<file path="src/rtl/mmd_pkg.sv">
// ----------------------------------------------------------------------------
// mmd_pkg: shared types and constants for the MIDI message decoder
// Request and result item layouts, result kinds and sizing defaults.
// ----------------------------------------------------------------------------
`default_nettype none

package mmd_pkg;

  localparam int UNIVERSAL_DEPTH_DEF = 16;
  localparam int QUEUE_DEPTH = 2;

  localparam logic [4:0] KIND_CC        = 5'd3;
  localparam logic [4:0] KIND_SYSEX_DAT = 5'd7;
  localparam logic [4:0] KIND_SYSEX_END = 5'd8;
  localparam logic [4:0] KIND_QFRAME    = 5'd9;
  localparam logic [4:0] KIND_SONGPOS   = 5'd10;
  localparam logic [4:0] KIND_SONGSEL   = 5'd11;
  localparam logic [4:0] KIND_TUNE      = 5'd12;
  localparam logic [4:0] KIND_CLOCK     = 5'd13;
  localparam logic [4:0] KIND_START     = 5'd14;
  localparam logic [4:0] KIND_CONT      = 5'd15;
  localparam logic [4:0] KIND_STOP      = 5'd16;
  localparam logic [4:0] KIND_SENSE     = 5'd17;
  localparam logic [4:0] KIND_RESET     = 5'd18;
  localparam logic [4:0] KIND_CHANMODE  = 5'd19;
  localparam logic [4:0] KIND_IDREQ     = 5'd27;
  localparam logic [4:0] KIND_IDREPLY   = 5'd28;
  localparam logic [4:0] KIND_MTCFULL   = 5'd29;
  localparam logic [4:0] KIND_OTHERUNIV = 5'd30;
  localparam logic [4:0] KIND_ERROR     = 5'd31;

  localparam logic [7:0] ST_SYSEX   = 8'hF0;
  localparam logic [7:0] ST_EOX     = 8'hF7;
  localparam logic [6:0] ID_UNIV_NRT = 7'h7E;
  localparam logic [6:0] ID_UNIV_RT  = 7'h7F;

  typedef struct packed {
    logic [7:0]  byte_value;
    logic        packet_last;
    logic [31:0] arrival_time;
  } in_item_t;

  typedef struct packed {
    logic [4:0]  kind;
    logic [6:0]  channel;
    logic [6:0]  key_or_number;
    logic [13:0] value;
    logic [22:0] vendor_id;
    logic [13:0] detail_a;
    logic [13:0] detail_b;
    logic [13:0] detail_c;
    logic [13:0] detail_d;
    logic [6:0]  payload_byte;
    logic        local_on;
    logic [31:0] event_time;
  } out_item_t;

endpackage

`default_nettype wire

</file>
<file path="src/rtl/midi_message_decoder.sv">
// ----------------------------------------------------------------------------
// midi_message_decoder: MIDI 1.0 byte stream to event decoder
// Parser front end feeding a result queue.
// ----------------------------------------------------------------------------
// One byte is accepted per cycle whenever the result queue has room; a byte
// that finishes a message yields its event in the queue at the next edge, so
// decoding runs at one byte per clock with no per-message overhead. The
// two-entry result queue sets how long the consumer may stall before full
// rises. Universal sysex bytes are buffered up to UNIVERSAL_DEPTH entries
// (at most 31) and decoded when the closing F7 arrives.
`default_nettype none

module midi_message_decoder
  import mmd_pkg::*;
#(
  parameter int UNIVERSAL_DEPTH = UNIVERSAL_DEPTH_DEF
) (
  input  wire logic      clk,
  input  wire logic      rst,
  input  wire logic      push,
  output logic           full,
  input  wire in_item_t  in_data,
  output logic           empty,
  input  wire logic      pop,
  output out_item_t      out_data,
  input  wire logic      cfg_we,
  input  wire logic      cfg_data
);

  logic      accept;
  logic      emit;
  out_item_t result;

  assign accept = push && !full;

  mmd_front #(.UNIVERSAL_DEPTH(UNIVERSAL_DEPTH)) u_front (
    .clk, .rst, .accept, .item(in_data), .cfg_we, .cfg_data,
    .emit, .result
  );

  mmd_queue u_queue (
    .clk, .rst, .wr(emit), .wr_data(result), .rd(pop),
    .full, .empty, .rd_data(out_data)
  );

endmodule

`default_nettype wire

</file>
<file path="src/rtl/mmd_front.sv">
// ----------------------------------------------------------------------------
// mmd_front: byte parser and event classifier
// Tracks status, data bytes and sysex state; builds one event per finished
// message, per plain sysex data byte and per error, and hands it to the queue.
// ----------------------------------------------------------------------------
`default_nettype none

module mmd_front
  import mmd_pkg::*;
#(
  parameter int UNIVERSAL_DEPTH = UNIVERSAL_DEPTH_DEF
) (
  input  wire logic      clk,
  input  wire logic      rst,
  input  wire logic      accept,
  input  wire in_item_t  item,
  input  wire logic      cfg_we,
  input  wire logic      cfg_data,
  output logic           emit,
  output out_item_t      result
);

  localparam int IW = $clog2(UNIVERSAL_DEPTH);
  localparam logic [4:0] CAP = 5'((UNIVERSAL_DEPTH < 31) ? UNIVERSAL_DEPTH : 31);

  typedef enum logic [2:0] {
    PH_IDLE, PH_DATA, PH_SXID, PH_SXEXT, PH_SXDATA, PH_UNIV
  } phase_t;

  phase_t      phase, phase_next;
  logic [7:0]  status_held, status_held_next;
  logic [4:0]  data_count, data_count_next;
  logic [6:0]  first_data, first_data_next;
  logic [20:0] sysex_id, sysex_id_next;
  logic [31:0] latched_time, latched_time_next;
  logic        promote;
  logic [6:0]  ubuf [UNIVERSAL_DEPTH];
  logic        ub_we;
  logic [6:0]  bv [14];

  // Expose the first buffer entries at fixed places; missing ones read zero
  for (genvar i = 0; i < 14; i++) begin : g_view
    if (i < UNIVERSAL_DEPTH) begin : g_have
      assign bv[i] = ubuf[i];
    end else begin : g_none
      assign bv[i] = 7'd0;
    end
  end

  // Short channel and system common message decode
  function automatic out_item_t decode_short(logic [7:0] st, logic [6:0] d1,
                                             logic [6:0] d2, logic prom,
                                             logic [31:0] t);
    out_item_t r;
    logic [2:0] grp;
    r = '0;
    grp = st[6:4];
    r.event_time = t;
    if (grp != 3'd7) begin
      r.kind = {2'b00, grp};
      r.channel = {3'b000, st[3:0]};
      r.key_or_number = d1;
      if (grp == 3'd1 || grp == 3'd2 || grp == 3'd3) begin
        r.value = {7'd0, d2};
      end else if (grp == 3'd5) begin
        r.key_or_number = '0;
        r.value = {7'd0, d1};
      end else if (grp == 3'd6) begin
        r.key_or_number = '0;
        r.value = {d2, d1};
      end
      if (grp == 3'd3 && prom && d1 >= 7'd120) begin
        r.kind = KIND_CHANMODE + {2'b00, d1[2:0]};
        r.key_or_number = (d1 == 7'd126) ? d2 : 7'd0;
        r.value = '0;
        r.local_on = (d1 == 7'd122 && d2 == 7'h7F);
      end
    end else if (st == 8'hF1) begin
      r.kind = KIND_QFRAME;
      r.key_or_number = {4'd0, d1[6:4]};
      r.value = {10'd0, d1[3:0]};
    end else if (st == 8'hF2) begin
      r.kind = KIND_SONGPOS;
      r.value = {d2, d1};
    end else begin
      r.kind = KIND_SONGSEL;
      r.key_or_number = d1;
    end
    return r;
  endfunction

  logic [7:0]  b;
  logic        last, is_status, two_data;
  logic [31:0] t;
  logic [22:0] vendor;
  out_item_t   univ;

  assign b = item.byte_value;
  assign last = item.packet_last;
  assign t = item.arrival_time;
  assign is_status = b[7];
  assign two_data = !(status_held[7:4] == 4'hC || status_held[7:4] == 4'hD ||
                      status_held == 8'hF1 || status_held == 8'hF3);
  assign vendor = {sysex_id[20:14], 1'b0, sysex_id[13:7], 1'b0, sysex_id[6:0]};

  // Decode a buffered universal sysex
  always_comb begin
    univ = '0;
    univ.kind = KIND_OTHERUNIV;
    univ.event_time = latched_time;
    univ.vendor_id = vendor;
    if (data_count >= 5'd1) univ.channel = bv[0];
    if (sysex_id[20:14] == ID_UNIV_NRT && data_count >= 5'd3 &&
        bv[1] == 7'd6 && bv[2] == 7'd1) begin
      univ.kind = KIND_IDREQ;
    end else if (sysex_id[20:14] == ID_UNIV_NRT && data_count >= 5'd4 &&
                 bv[1] == 7'd6 && bv[2] == 7'd2) begin
      if (bv[3] == 7'd0) begin
        if (data_count >= 5'd14) begin
          univ.kind = KIND_IDREPLY;
          univ.vendor_id = {8'd0, bv[4][6:0], 1'b0, bv[5]};
          univ.detail_a = {bv[7], bv[6]};
          univ.detail_b = {bv[9], bv[8]};
          univ.detail_c = {bv[11], bv[10]};
          univ.detail_d = {bv[13], bv[12]};
        end
      end else if (data_count >= 5'd12) begin
        univ.kind = KIND_IDREPLY;
        univ.vendor_id = {bv[3], 16'd0};
        univ.detail_a = {bv[5], bv[4]};
        univ.detail_b = {bv[7], bv[6]};
        univ.detail_c = {bv[9], bv[8]};
        univ.detail_d = {bv[11], bv[10]};
      end
    end else if (sysex_id[20:14] == ID_UNIV_RT && data_count >= 5'd7 &&
                 bv[1] == 7'd1 && bv[2] == 7'd1) begin
      univ.kind = KIND_MTCFULL;
      univ.detail_a = {7'd0, bv[3]};
      univ.detail_b = {7'd0, bv[4]};
      univ.detail_c = {7'd0, bv[5]};
      univ.detail_d = {7'd0, bv[6]};
    end
  end

  // Advance the parser for one accepted byte
  always_comb begin
    logic err;
    logic [31:0] err_t;
    err = 1'b0;
    err_t = latched_time;
    emit = 1'b0;
    result = '0;
    ub_we = 1'b0;
    phase_next = phase;
    status_held_next = status_held;
    data_count_next = data_count;
    first_data_next = first_data;
    sysex_id_next = sysex_id;
    latched_time_next = latched_time;
    case (phase)
      PH_IDLE: begin
        err_t = t;
        if (!is_status) begin
          err = 1'b1;
        end else begin
          latched_time_next = t;
          status_held_next = b;
          data_count_next = '0;
          if (b < 8'hF0 || b == 8'hF1 || b == 8'hF2 || b == 8'hF3) begin
            phase_next = PH_DATA;
            err = last;
          end else if (b == ST_SYSEX) begin
            phase_next = PH_SXID;
            err = last;
          end else begin
            emit = 1'b1;
            result.event_time = t;
            case (b)
              8'hF6: result.kind = KIND_TUNE;
              8'hF8: result.kind = KIND_CLOCK;
              8'hFA: result.kind = KIND_START;
              8'hFB: result.kind = KIND_CONT;
              8'hFC: result.kind = KIND_STOP;
              8'hFE: result.kind = KIND_SENSE;
              8'hFF: result.kind = KIND_RESET;
              default: err = 1'b1;
            endcase
          end
        end
      end
      PH_DATA: begin
        if (is_status) begin
          err = 1'b1;
        end else if (data_count == 5'd0 && two_data) begin
          first_data_next = b[6:0];
          data_count_next = 5'd1;
          err = last;
        end else begin
          phase_next = PH_IDLE;
          emit = 1'b1;
          result = two_data ?
                   decode_short(status_held, first_data, b[6:0], promote, latched_time) :
                   decode_short(status_held, b[6:0], 7'd0, promote, latched_time);
        end
      end
      PH_SXID: begin
        if (is_status) begin
          err = 1'b1;
        end else begin
          sysex_id_next = {b[6:0], 14'd0};
          data_count_next = '0;
          if (b[6:0] == 7'd0) phase_next = PH_SXEXT;
          else if (b[6:0] == ID_UNIV_NRT || b[6:0] == ID_UNIV_RT) phase_next = PH_UNIV;
          else phase_next = PH_SXDATA;
          err = last;
        end
      end
      PH_SXEXT: begin
        if (is_status) begin
          err = 1'b1;
        end else begin
          if (data_count == 5'd0) begin
            sysex_id_next[13:7] = b[6:0];
            data_count_next = 5'd1;
          end else begin
            sysex_id_next[6:0] = b[6:0];
            phase_next = PH_SXDATA;
          end
          err = last;
        end
      end
      PH_SXDATA: begin
        if (b == ST_EOX) begin
          phase_next = PH_IDLE;
          emit = 1'b1;
          result.kind = KIND_SYSEX_END;
          result.vendor_id = vendor;
          result.event_time = latched_time;
        end else if (is_status || last) begin
          err = 1'b1;
        end else begin
          emit = 1'b1;
          result.kind = KIND_SYSEX_DAT;
          result.vendor_id = vendor;
          result.payload_byte = b[6:0];
          result.event_time = latched_time;
        end
      end
      PH_UNIV: begin
        if (b == ST_EOX) begin
          phase_next = PH_IDLE;
          emit = 1'b1;
          result = univ;
        end else if (is_status) begin
          err = 1'b1;
        end else begin
          if (data_count < CAP) begin
            ub_we = 1'b1;
            data_count_next = data_count + 5'd1;
          end
          err = last;
        end
      end
      default: begin
        err = 1'b1;
        err_t = t;
      end
    endcase
    // Replace any result with an error and drop back to idle
    if (err) begin
      phase_next = PH_IDLE;
      emit = 1'b1;
      result = '0;
      result.kind = KIND_ERROR;
      result.event_time = err_t;
    end
    emit = emit && accept;
  end

  // Hold parser state and the configuration bit
  always_ff @(posedge clk) begin
    if (rst) begin
      phase <= PH_IDLE;
      status_held <= '0;
      data_count <= '0;
      first_data <= '0;
      sysex_id <= '0;
      latched_time <= '0;
      promote <= 1'b1;
    end else begin
      if (cfg_we) promote <= cfg_data;
      if (accept) begin
        phase <= phase_next;
        status_held <= status_held_next;
        data_count <= data_count_next;
        first_data <= first_data_next;
        sysex_id <= sysex_id_next;
        latched_time <= latched_time_next;
      end
    end
  end

  // Store universal sysex bytes
  always_ff @(posedge clk) begin
    if (accept && ub_we) ubuf[data_count[IW-1:0]] <= b[6:0];
  end

endmodule

`default_nettype wire

</file>
<file path="src/rtl/mmd_queue.sv">
// ----------------------------------------------------------------------------
// mmd_queue: result queue
// Short queue of decoded events between parser and consumer.
// ----------------------------------------------------------------------------
`default_nettype none

module mmd_queue
  import mmd_pkg::*;
(
  input  wire logic      clk,
  input  wire logic      rst,
  input  wire logic      wr,
  input  wire out_item_t wr_data,
  input  wire logic      rd,
  output logic           full,
  output logic           empty,
  output out_item_t      rd_data
);

  localparam int PW = $clog2(QUEUE_DEPTH);

  out_item_t        mem [QUEUE_DEPTH];
  logic [PW-1:0]    wr_ptr, rd_ptr;
  logic [PW:0]      count;
  logic             do_rd;

  assign full = (count == (PW+1)'(QUEUE_DEPTH));
  assign empty = (count == '0);
  assign do_rd = rd && !empty;
  assign rd_data = mem[rd_ptr];

  // Advance pointers and count
  always_ff @(posedge clk) begin
    if (rst) begin
      wr_ptr <= '0;
      rd_ptr <= '0;
      count <= '0;
    end else begin
      if (wr) wr_ptr <= wr_ptr + 1'b1;
      if (do_rd) rd_ptr <= rd_ptr + 1'b1;
      count <= count + (PW+1)'(wr) - (PW+1)'(do_rd);
    end
  end

  // Store results
  always_ff @(posedge clk) begin
    if (wr) mem[wr_ptr] <= wr_data;
  end

endmodule

`default_nettype wire

</file>
<file path="config.mk">
export PLATFORM = sky130hd
export DESIGN_NAME = midi_message_decoder
export DESIGN_NICKNAME = d
export VERILOG_FILES = /design/src/rtl/mmd_pkg.sv /design/src/rtl/midi_message_decoder.sv /design/src/rtl/mmd_front.sv /design/src/rtl/mmd_queue.sv
export SDC_FILE = /design/constraint.sdc
export NUM_CORES = 1
export LEC_CHECK = 0
export CAP_MARGIN = 0
export CORE_ASPECT_RATIO = 1.25
export CORE_UTILIZATION = 45
export DETAILED_ROUTE_END_ITERATION = 16
export DONT_BUFFER_PORTS = 1
export SLEW_MARGIN = 20
export SYNTH_ARGS = -nofsm -noshare
export SYNTH_HDL_FRONTEND = slang
export SYNTH_SLANG_ARGS = --single-unit
</file>
<file path="constraint.sdc">
create_clock -name clk -period 12.9 [get_ports clk]
set_input_delay 2.58 -clock clk [delete_from_list [all_inputs] [get_ports clk]]
set_output_delay 2.58 -clock clk [all_outputs]
set_load 0.02 [all_outputs]
</file>
# Yosys cells after proc, flatten, opt, wreduce, memory -nomap -nowiden
# Memory sizes are Yosys's and may differ from the RTL's. A register that Yosys moved wholly into a read port is not among the register bits.
# Cells that the tools add are included.
# word_totals
inputBits	47
mem_bits_rw	416
regBits	81
n_memories	2
out_inout_bits	154
# mem_list
memory	words	word_bits	rd	rd_ports_with_merged_regs	wr	line_no	rtl
u_queue.mem	2	152	1	1	1	mmd_queue.sv:22	out_item_t mem [QUEUE_DEPTH];
u_front.ubuf	16	7	14	0	1	mmd_front.sv:37	logic [6:0] ubuf [UNIVERSAL_DEPTH];
# op_classes
add_sub_neg	7
reduce_logical	50
n_lt_le_gt_ge	10
mux	129
n_eq_ne	57
bitwise	1
# ops
op	n
$mux W152	5
$mux W79	4
$mux W21	10
$mux W32	6
$pmux W32 S4	1
$eq A8 B8 Y1 const B	15
$pmux W56 S2	1
$mux W5	20
$mux W7	11
$mux W14	5
$mux W23	3
$pmux W23 S3	1
$mux W56	1
$pmux W28 S2	1
$mux W49	1
$eq A7 B7 Y1 const B	6
$mux W3	12
$pmux W5 S7	1
$mux W1	33
$pmux W14 S2	1
$pmux W5 S5	1
$pmux W7 S3	1
$pmux W5 S4	1
$logic_and A1 B1 Y1	18
50 further kinds	95

# Longest topological paths before layout
# depth
depth_word	13
mapped_depth	11
mapped_depth_nobuf	10

# By module
# A second synthesis with hierarchy kept.
# unflattened
hier_cells	1479
hier_area_um2	20826.2
# modules_own_cells
module	cells_each	area_per_inst_um2	instances	seq_area_each_um2
mmd_queue	496	11528.6	1	9228.9
mmd_front	982	9283.9	1	4484.3
midi_message_decoder	1	13.8	1	0.0

# Worst setup path before layout
# OpenSTA, ideal clock, no wires.
# synth_path
kind	input to register
startpoint	in in_data[33] (netlist bit)
endpoint	mem u_queue.mem[0][0] (netlist bit) (enable)
path_buffers	1
setup_slack_ns	1.517
setup_time_ns	0.680
arrival_ns	10.703
required_time_ns	12.220
cell_stages	8
cell_sequence	clkbuf_1 inv_1 ha_1 nor3_1 o211ai_1 a31oi_1 o41a_1 nor2b_1
# synth_between
elab_chain_cells	11
word_cells_on_any_way	34
# synth_lines
element	line_no	rtl
from (decl)	midi_message_decoder.sv:22	input wire in_item_t in_data,
$lt A8 B8 Y1, or another cell as far along	mmd_front.sv:169	if (b < 8'hF0 || b == 8'hF1 || b == 8'hF2 || b == 8'hF3) begin
$logic_or A1 B1 Y1 / $reduce_or A7 Y1 (equally long branches)	--	
$logic_or A1 B1 Y1 / $mux W1 (equally long branches)	mmd_front.sv:169, mmd_front.sv:178	
$logic_or A1 B1 Y1 / $mux W1 (equally long branches)	mmd_front.sv:169, mmd_front.sv:172	
$mux W1	mmd_front.sv:169	
$mux W1	mmd_front.sv:163	if (!is_status) begin
$pmux W1 S5 / $pmux W1 S4 (equally long branches)	mmd_front.sv:160	case (phase)
$mux W1 *	mmd_front.sv:270	if (err) begin
$logic_and A1 B1 Y1 *	mmd_front.sv:277	emit = emit && accept;
named net emit	midi_message_decoder.sv:31	logic emit;
$mux W1 *	mmd_queue.sv:47	if (wr) mem[wr_ptr] <= wr_data;
$mux W1 (not written as such) *	mmd_queue.sv:47	
to (decl)	mmd_queue.sv:22	
# The timed path passes the listed nets; every way through them passes the cells marked *.

# Worst setup path after layout
# layout_path
startpoint	in in_data[33] (netlist bit)
endpoint	mem u_queue.mem[0][124] (netlist bit) (enable)
# Same word-level chain as after synthesis.

==> out/results.tsv <==
metric	value	unit
layout_setup_ws	7.495	ns
ys.warnings.count	0	
vias_per_cell	5.727	
io_pins	201	
layoutNonFillerInstCount	2023	
clkLatencyLatePin	0.59	ns
worst_ir_drop_vdd	0.1358	mV
grt_pass1_vias	11950	
antenna_found_initial	0	
ys_ff_latch	480	
cts_made_buffers	47	
dr.pass1.iters	7	
dp.cells	1936	
critPathCaptureType	flop	
crit_chain	inv_1, ha_1, nor3_1, o211ai_1, a31oi_1, o41a_1, nor2b_4, buf_4	
reg2reg_depth	6	
reg2reg_to	u_queue.mem[0][124]	
synth.distinct_cells	78	
fin_crit_sh	41.90	%
slew_viol_final	0	
cts_tree	yes	
r2r_slack	8.69	ns
root_buffer	clkbuf_16	
grt_usage	21.01	%
leakage	7.259	nW
final.fill_count	3839	
core_area	44220	µm²
async_reset_ff_share	0	%
area_growth_syn_to_layout	9.557	%
hold_viol_final	0	
worstMarginPinSlew	1.095	ns
seq_area	13600	µm²
post-dp-hpwl	30530	µm
initial_core_util	45.71	%
cts_post_setup_buffers_inserted	0	
period_needed	5.405	ns
fin_util	50.08	%
grt_pass1_wl	72130	µm
min_to	u_front.latched_time[9]	
num_vias	11590	
cp_max_fo	69	
drc	0	
slowest_stage	buf_4	
dieArea	45780	µm²
critPathKind	in -> reg	
cts.reportedPaths.clkPinSlew	0.06	ns
wire_per_inst	23.38	µm
finalSetupTns	0	ns
die_x	191.6	µm
fin_skew	0.02202	ns
io_buffers	0	
cts.path.max_buffers	3	
ys_seq_area_share	67.24	%
clkSinkCount	480	
holdCritStartpoint	u_front.latched_time[9]	
die_h	239.0	µm
hold_path_depth	2	
drive_gt1_share	17.78	%
postCtsHoldBufs	0	
reg2reg_from	u_front.phase[2]	
slew_headroom	26.49	%
crit_cells	8	
syn_avg_cell_area	14.00	µm²
num-nets-final	1473	
htree_levels	2	
cp.required	13.10	ns
drt-total-wl	47290	µm
synth_cells	1444	
synthFlopType	edfxtp_1	
grt-ovfl-total	0	
antenna_cells	0	
critPathArrivalTime	5.60	ns
finalSetupViolCount	0	
grt_max_degree	83	
holdWs	0.4469	ns
rows	86	
ant_nets	0	
synth_area	20210	µm²
max_freq	0.1850	GHz
rsz0062_at_grt	false	
ctsResizeCount	0	
place.gp.congestion	0.8820	
crit_family	simple AND/OR/NAND/NOR gates	
post-place-ws	6.883	ns
max_cap_viol_count	0	
crit_path_start_kind	input port	
slowest_delay	0.81	ns
cp_num_buf_inv	2	
powerDensity	175.1	nW/µm²
status	finished, final reports clean	
drt_iter0_markers	722	
synth_edf_count	398	
min_path_type	reg -> reg	
multi_input_area	6178	µm²
[where the power goes]
| group | switching [W] | internal, W | total (W) | leakage (nW) |
|---|---|---|---|---|
| sequential | 0.0000416 | 0.00183 | 0.00187 | 4.39 |
| clock | 0.000571 | 0.000742 | 0.00131 | 0.724 |
| combinational | 0.000478 | 0.000213 | 0.000691 | 2.15 |
| total | 0.00109 | 0.00279 | 0.00388 | 7.26 |
[how the worst max path moves through the flow]
stage | end | startpoint
2_1_floorplan | u_queue.mem[0][0] | in_data[33]
4_1_cts | u_queue.mem[0][126] | in_data[33]
3_5_place_dp | u_queue.mem[0][108] | in_data[33]
3_3_place_gp | u_queue.mem[0][82] | in_data[33]
5_1_grt | u_queue.mem[0][83] | in_data[33]
6_report | u_queue.mem[0][124] | in_data[33]
[flip-flops by register name, summed over array words and instances, names as in the netlist, 2 cells and up, named ones only]
register and cells:
u_front.latched_time 32, u_front.status_held 8, u_front.sysex_id 21, u_front.phase 3, u_front.data_count 5, u_front.ubuf 98
u_front.first_data 7, u_queue.count 2, u_queue.mem 300
[Yosys cell counts (8+ instances only)]
library cell	n	area [µm²]
nand2b_1	8	50.05
clkbuf_1	69	259.0
nand4_1	9	56.30
nor2_1	101	379.1
buf_2	20	100.1
and3_1	12	75.07
and2_1	38	237.7
a2bb2oi_1	28	245.2
a22oi_1	18	135.1
inv_1	17	63.81
nand2_1	116	435.4
ha_1	13	162.7
mux2_2	150	1689
o21ai_0	15	75.07
edfxtp_1	398	11950
mux2i_1	58	580.6
a21oi_1	75	375.4
nand3_1	28	140.1
nor3_1	12	60.06
a22o_1	60	525.5
dfxtp_1	82	1642
[layer usage]
metal | vias to the layer above | wire length, µm | global-route usage [%]
met2 | 336 | 24500 | 37.19
li1 | 5397 | - | -
met5 | - | 0 | 0
met1 | 5770 | 18360 | 24.27
met4 | 0 | 1489 | 8.730
met3 | 82 | 2938 | 4.800
[metrics by stage]
step | power [W] | cell area [µm²]
after floorplan | 0.002508 | 20220
after global placement | 0.002612 | 20670
after detailed placement | 0.002619 | 20670
after CTS | 0.003932 | 22150
after global routing | 0.004028 | 22150
final | 0.003879 | 22150
[layout make-up]
class / instances / area share [%]
flip-flops and latches: 480 / 61.40
clock inverters: 18 / 0.5932
inverters: 17 / 0.2881
well taps: 572 / 3.232
multi-input cells: 851 / 27.90
clock buffers: 69 / 6.051
repair buffers: 16 / 0.5424
[tightest hold or removal path, stage by stage (launching register included)]
cell     delay [ns]
dfxtp_1        0.31
nand2_1        0.05
a21oi_1        0.05
[cell usage in the layout (no fill, tap or decap), types with 36 or more instances in the layout]
| cell | count |
|---|---|
| and2_1 | 36 |
| clkbuf_16 | 48 |
| a21oi_1 | 75 |
| dfxtp_1 | 81 |
| edfxtp_1 | 398 |
| nand2_1 | 116 |
| mux2_2 | 150 |
| a22o_1 | 60 |
| nor2_1 | 101 |
| mux2i_1 | 58 |
[logic make-up after synthesis]
group,share of synthesized area (%)
AND/OR/NAND/NOR,8.882
buffers and inverters,2.371
other,0.01855
multiplexers,11.23
adder cells (fa/ha/maj),0.8542
AO/OA/AOI/OAI,9.142
flip-flops,67.24
XOR/XNOR,0.2600
No activity file was read; power rests on OpenSTA's default activity.
